`config.mk`:
```
export PLATFORM = sky130hd
export DESIGN_NAME = ugns_queue
export DESIGN_NICKNAME = d
export VERILOG_FILES = /design/src/design/ugns_pkg.sv /design/src/design/ugns_queue.sv
export SDC_FILE = /design/constraint.sdc
export NUM_CORES = 1
export LEC_CHECK = 0
export ABC_AREA = 1
export BUFFER_PORTS_ARGS = -buffer_cell sky130_fd_sc_hd__buf_4
export CORE_MARGIN = 2
export CORE_UTILIZATION = 46
export CTS_CLUSTER_SIZE = 10
export DETAILED_ROUTE_END_ITERATION = 6
export PLACE_DENSITY_LB_ADDON = 0.25
export SLEW_MARGIN = 20
export SYNTH_ARGS = -nofsm -noshare
export SYNTH_HDL_FRONTEND = slang
export SYNTH_SLANG_ARGS = --single-unit
```
`constraint.sdc`:
```
create_clock -name clk_i -period 2.56 [get_ports clk_i]
set_input_delay 0 -clock clk_i [delete_from_list [all_inputs] [get_ports clk_i]]
set_output_delay 0 -clock clk_i [all_outputs]
set_load 0.1 [all_outputs]
```
`src/design/ugns_pkg.sv`:
```
`default_nettype none
package ugns_pkg;

  // Sizes of the particle store and the grid
  localparam int unsigned MAX_PARTICLES = 1024;
  localparam int unsigned MAX_CELLS     = 4096;
  localparam int unsigned CELL_CAPACITY = 4;

  localparam int unsigned PART_W  = $clog2(MAX_PARTICLES);
  localparam int unsigned TOTAL_W = PART_W + 1;
  localparam int unsigned CELL_W  = $clog2(MAX_CELLS);
  localparam int unsigned SLOT_W  = $clog2(MAX_CELLS * CELL_CAPACITY);
  localparam int unsigned FILL_W  = 3;
  localparam int unsigned CRD_W   = 6;
  localparam int unsigned CNT_W   = 7;
  localparam int unsigned IDX_W   = 13;
  localparam int unsigned ID_W    = 10;
  localparam int unsigned ST_W    = 3;
  localparam int unsigned CFG_W   = 3;
  localparam int unsigned QUEUE_DEPTH = 2;

  // Operation codes
  localparam logic [1:0] OP_CLEAR  = 2'd0;
  localparam logic [1:0] OP_INSERT = 2'd1;
  localparam logic [1:0] OP_QUERY  = 2'd2;

  // Status codes
  localparam logic [ST_W-1:0] ST_OK         = 3'd0;
  localparam logic [ST_W-1:0] ST_OUTSIDE    = 3'd1;
  localparam logic [ST_W-1:0] ST_CELL_FULL  = 3'd2;
  localparam logic [ST_W-1:0] ST_STORE_FULL = 3'd3;
  localparam logic [ST_W-1:0] ST_UNKNOWN    = 3'd4;

  // Register indexes
  localparam logic [CFG_W-1:0] CFG_ORIGIN_X = 3'd0;
  localparam logic [CFG_W-1:0] CFG_ORIGIN_Y = 3'd1;
  localparam logic [CFG_W-1:0] CFG_INV_X    = 3'd2;
  localparam logic [CFG_W-1:0] CFG_INV_Y    = 3'd3;
  localparam logic [CFG_W-1:0] CFG_COUNT_X  = 3'd4;
  localparam logic [CFG_W-1:0] CFG_COUNT_Y  = 3'd5;

  typedef struct packed {
    logic [31:0]      origin_x;
    logic [31:0]      origin_y;
    logic [31:0]      inv_x;
    logic [31:0]      inv_y;
    logic [CNT_W-1:0] nx;
    logic [CNT_W-1:0] ny;
  } grid_t;

  typedef struct packed {
    logic [1:0]        op;
    logic              outside;
    logic [CRD_W-1:0]  cx;
    logic [CRD_W-1:0]  cy;
    logic [CELL_W-1:0] cell_idx;
    logic [ID_W-1:0]   pid;
  } item_t;

  // Clamp a cell count register to 1..64
  function automatic logic [CNT_W-1:0] eff_count(input logic [CNT_W-1:0] v);
    logic [CNT_W-1:0] r;
    r = v;
    if (v == CNT_W'(0)) r = CNT_W'(1);
    else if (v > CNT_W'(64)) r = CNT_W'(64);
    return r;
  endfunction

endpackage
`default_nettype wire

```
`src/design/ugns_queue.sv`:
```
`default_nettype none
module ugns_queue (
  input  wire logic        clk_i,
  input  wire logic        rst_ni,
  input  wire logic        push_i,
  input  ugns_pkg::item_t  item_i,
  output logic             full_o,
  input  wire logic        pop_i,
  output ugns_pkg::item_t  item_o,
  output logic             empty_o
);
  import ugns_pkg::*;

  localparam int unsigned PTR_W = $clog2(QUEUE_DEPTH);
  localparam int unsigned NUM_W = $clog2(QUEUE_DEPTH + 1);

  item_t            slots_q [QUEUE_DEPTH];
  logic [PTR_W-1:0] wr_q, rd_q;
  logic [NUM_W-1:0] num_q;

  assign full_o  = (num_q == NUM_W'(QUEUE_DEPTH));
  assign empty_o = (num_q == '0);
  assign item_o  = slots_q[rd_q];

  // Advance pointers and count
  always_ff @(posedge clk_i or negedge rst_ni) begin
    if (!rst_ni) begin
      wr_q  <= '0;
      rd_q  <= '0;
      num_q <= '0;
    end else begin
      if (push_i) begin
        wr_q <= (wr_q == PTR_W'(QUEUE_DEPTH - 1)) ? '0 : wr_q + PTR_W'(1);
      end
      if (pop_i) begin
        rd_q <= (rd_q == PTR_W'(QUEUE_DEPTH - 1)) ? '0 : rd_q + PTR_W'(1);
      end
      if (push_i && !pop_i) num_q <= num_q + NUM_W'(1);
      else if (pop_i && !push_i) num_q <= num_q - NUM_W'(1);
    end
  end

  always_ff @(posedge clk_i) begin
    if (push_i) slots_q[wr_q] <= item_i;
  end

endmodule
`default_nettype wire

```
==> impl_results.md, run 1 <==
- Outcome: completed
- Arrival time at the worst endpoint: 1.81 ns
- Mapped Nets: 182
- Top cells by area, synth: edfxtp_1, mux2_4, mux2_2
- Met1 usage: 0.1648
- Die width: 84.21 um
- Final ANT Viol Nets: 0
- IO buf count: 79
- Final design area excluding fillers: 4223 um2
- CTS root buf: clkbuf_8
- FF-to-FF setup slack: 1.07 ns
- Crit path buffers/inverters: 2
- Max Fclk: 552.2 MHz
- Ant diodes: 0
- Sequential fraction of the synthesis area: 0.7848
- Commonest cells in the netlist: edfxtp_1, mux2_4, mux2_2
- Hold_ws: 0.3975 ns
- Gr ovfl total: 0
- CP max-delay cell: dfrtp_2
- Max_cap viols: 0
- CP cell instances: buf_4 > mux2_2 > buf_4
- Worst setup path class: reg -> out
- # rows: 29
- Crit path time final: 1.811 ns
- Iter 0 DRT Violations: 66
- DP Area: 3669 um2
- Synthesized area per cell: 21.14 um2
- Multi-input gate area: 579.3 um2
- Initial antenna violation count: 0
- Synth area leader: edfxtp_1
- First-pass GRT wire length: 7652 um
- Crit share post-route: 0.7073
- Grt met3 use: 0.04130
- Layout Nets: 314
- Postcts setup bufs: 0
- Clk slew on worst S/H paths: 0.07 ns
- Largest net degree at the start of global routing: 22
- Clock Path Buffers: 2
- Final setup vio count: 0
- Most common cell in the synthesized netlist: edfxtp_1
- First-pass DRT Iterations: 4
- Top Ports: 80
- Post-synth EDFFs: 74
- Vias in the first global route: 1,661
- HPWL after DPL: 3119 um
- Worst-Skew Late Latency: 0.32 ns
- Fin. max-slew vios: 0
- FF+latch area: 2323 um2
- Hold WC Path Type: in -> reg
- Endpoints failing hold: 0
- Yosys warning count: 0
- H-tree depth: 3
- Die area: 7090 um2
- CTS Buf Count: 9
- Yosys top cell area share: 0.7510
- Area grow syn2layout: 42.71%
- Share of flip-flops with an asynchronous set or reset: 0.05128
- Routability cong.: 0.6642
- GRT Max-Usage Layer: met2
- Clk_skew: 0.003466 ns
- All-Layer GR Usage: 0.1427
- Required time worst endpoint: 2.56 ns
- DRC Markers: 0
- Worst-path fanout max: 15
- Initial Utilization: 0.4714
- Critical path capture point type: output port
- RSZ-0062 raised after global routing: no
- Post-CTS Resized: 0
- Core area: 6277 um2
- # fillers: 464
- Share of layout cells above drive strength 1: 0.4836
- Dominant synthesized flop cell: edfxtp_1
- Synth cell types: 14
- GR Layer Usage met2: 0.2431
- Top cell by count, worst path: buf_4
- Routed vias/inst: 4.614
- Wire per inst: 13.80 um
- Die height: 84.21 um
- Largest delay contributor family on the critical path: flip-flops
- CTS tree: done
- Crit path largest cell delay: 0.56 ns
- Post-Route WL: 4856 um
- Syn Std Cell Area: 2959 um2
- Sink Count: 78
- Setup TNS: 0 ns
- Syn Inst Count: 140
- Worst-Margin Slew: 0.6036 ns
- Critical path launch point type: register
- # hold bufs at CTS: 41
- Vias: 1,624
- FF+latch count, synth: 78
- Max_slew headroom: 0.5966
[final cells by class]
class                   count  area share
clock buffers              10     0.03022
clock inverters             4    0.003852
inverters                   7    0.006222
multi-input cells          51      0.1372
flip-flops and latches     78      0.5502
well taps                  77     0.02281
repair buffers            125      0.2495
[cells in the final DEF, fill, tap and decap left out, drive strengths merged]
cell	n
buf	84
dfrtp	4
clkinv	4
nor2	3
mux2	37
nand2	5
dlygate4sd3	41
clkbuf	10
edfxtp	74
nand3	1
xnor2	1
ha	1
xor2	2
nand4	1
inv	7
[logic make-up (layout without fill, tap and decap cells)]
logic type	count (synthesis)	in the layout	share of synthesized area
buffers and inverters	11	146	0.02199
adders and majority gates	1	1	0.004228
xor gates and xnor gates	3	3	0.008881
and+or+nand+nor	10	10	0.01395
DFF	78	78	0.7848
muxes	37	37	0.1662
[flip-flops by register name, indices dropped and copies added (netlist names)]
name     flops
num_q        2
wr_q         1
rd_q         1
slots_q     74
[layer usage]
layer	vias to the layer above	wire length, um	share of wire
li1	790	-	-
met2	44	2593	0.53
met4	0	97	0.020
met5	-	0	0
met1	781	1944	0.40
met3	9	221	0.046
[through the flow]
stage                     instances  utilization  worst slack (ns)
after global routing            352       0.6727            0.6496
after floorplan                 140            -            0.1566
after global placement          297       0.5844             1.061
after CTS                       352       0.6727            0.6976
final                           352       0.6727            0.7492
after detailed placement        297       0.5844             1.061
[worst paths after layout]
check | from | endpoint | cells past startpoint
min in group asynchronous | rst_ni | wr_q | 3
max reg2reg | wr_q | slots_q[0][21] | 2
max in group asynchronous | rst_ni | rd_q | 3
min reg2reg | num_q[1] | num_q[1] | 2
min | pop_i | rd_q | 3
max | rd_q | item_o[24] | 3
[worst reg2reg max path: stages (launching register included)]
cell,delay [ns]
dfrtp_1,0.43
nor2_4,0.51
buf_12,0.25
Power of run 1 is not shown: default switching activity piles up to over one toggle a cycle in this logic, so the estimate is an artifact.
==> run 2: changes to the inputs <==
- clock period: 2.56 -> 1.6 ns (I/O delays scaled with it)
==> impl_results.md, run 2 (synthesized netlist as in run 1, its figures left out) <==
- Fin. max-slew vios: 0
- Largest register FFs: 74
- Die area: 7090 um2
- Crit share post-route: 0.9507
- Setup TNS: 0 ns
- Clk slew on worst S/H paths: 0.07 ns
- Outcome: completed
- Worst-path fanout max: 5
- CTS tree: done
- Largest delay contributor family on the critical path: flip-flops
- Gr ovfl total: 0
- Routed vias/inst: 4.669
- Final design area excluding fillers: 4332 um2
- Highest routed layer: met4
- Wire per inst: 14.93 um
- Top flop regs: slots_q (74), num_q (2)
- Final setup vio count: 0
- Largest net degree at the start of global routing: 22
- Critical path capture point type: output port
- Crit path largest cell delay: 0.44 ns
- Commonest non-fill, non-tap cell in the layout: buf_4
- Post-Layout Cell Count: 357
- Final ANT Viol Nets: 0
- Worst-Margin Slew: 0.2896 ns
- Initial Utilization: 0.4714
- CP cell instances: buf_4 > mux2_2 > buf_4
- Clock Path Buffers: 2
- # fillers: 448
- Routability cong.: 0.6861
- M1 wire length: 2131 um
- CTS Buf Count: 9
- Vias in the first global route: 1,733
- Die width: 84.21 um
- Wire length on met2: 2938 um
- Max_slew headroom: 0.8069
- Required time worst endpoint: 1.60 ns
- First-pass GRT wire length: 8500 um
- Post-Route WL: 5331 um
- Sink Count: 78
- HPWL after DPL: 3260 um
- CTS root buf: clkbuf_8
- Crit path buffers/inverters: 2
- DP Cell Count: 298
- Top reg by flops: slots_q
- Endpoints failing hold: 0
- Ant diodes: 0
- Share of layout cells above drive strength 1: 0.4964
- Vias: 1,667
- All-Layer GR Usage: 0.1608
- IO buf count: 79
- Worst setup path class: reg -> out
- Max Fclk: 657.4 MHz
- Area grow syn2layout: 46.38%
- First-pass DRT Iterations: 4
- Core area: 6277 um2
- Clk_skew: 0.004318 ns
- Layout Nets: 317
- Top Ports: 80
- Most frequent cells in the layout: buf_4, edfxtp_1, dlygate4sd3_1, mux2_4, mux2_2
- Crit path time final: 1.521 ns
- Hold WC Path Type: in -> reg
- DRC Markers: 0
- Arrival time at the worst endpoint: 1.52 ns
- Critical path launch point type: register
- Top cell by count, worst path: buf_4
- Worst slack, placed: 0.2918 ns
- Met3 Wirelength: 198 um
- H-tree depth: 3
- Initial antenna violation count: 0
- Worst-Skew Late Latency: 0.33 ns
- DP Area: 3689 um2
- Worst setup margin: 0.07887 ns
- # rows: 29
- Iter 0 DRT Violations: 82
- Die height: 84.21 um
- Max_cap viols: 0
- CP max-delay cell: dfrtp_2
- RSZ-0062 raised after global routing: no
==> run 2: cell type report <==
class	instances	area, um2	area share
tap	77	96.34	0.02224
multi-input combinational	51	579.3	0.1337
clock buffer	10	127.6	0.02946
clock inverter	6	52.55	0.01213
timing repair buffer	128	1126	0.2600
sequential	78	2323	0.5364
inverter	7	26.28	0.006066
==> run 2: routing by layer <==
metal  vias up  global-route usage
met1       816              0.1872
li1        803                   -
met2        42              0.2807
met5         -                   0
met4         0             0.07918
met3         6             0.03638
==> run 2: final timing paths <==
path                            from        endpoint  slack [ns]  cells after the start
min reg2reg                 num_q[1]        num_q[1]        0.52                      2
min                        item_i[9]   slots_q[0][9]        0.38                      2
max reg2reg                     wr_q  slots_q[1][26]        0.42                      3
min in group asynchronous     rst_ni        num_q[0]        0.57                      3
max in group asynchronous     rst_ni            rd_q        0.84                      3
max                             rd_q      item_o[36]        0.08                      3
==> run 2: timing repair <==
action / in CTS / in global routing
endpoints found under the hold margin: 80 / 0
buffers inserted: 2 / 0
setup endpoints to repair: 30 / 10
hold buffers: 41 / 0
gates resized for setup: 0 / 10
==> run 2: metrics by stage <==
stage,hold slack (ns),util
3_3_place_gp,-0.1986,0.5876
4_1_cts,0.3627,0.6841
3_5_place_dp,-0.1987,0.5876
6_report,0.3839,0.6901
5_1_grt,0.3759,0.6901
2_1_floorplan,-0.2956,-
Power of run 2 is left out for the same reason.
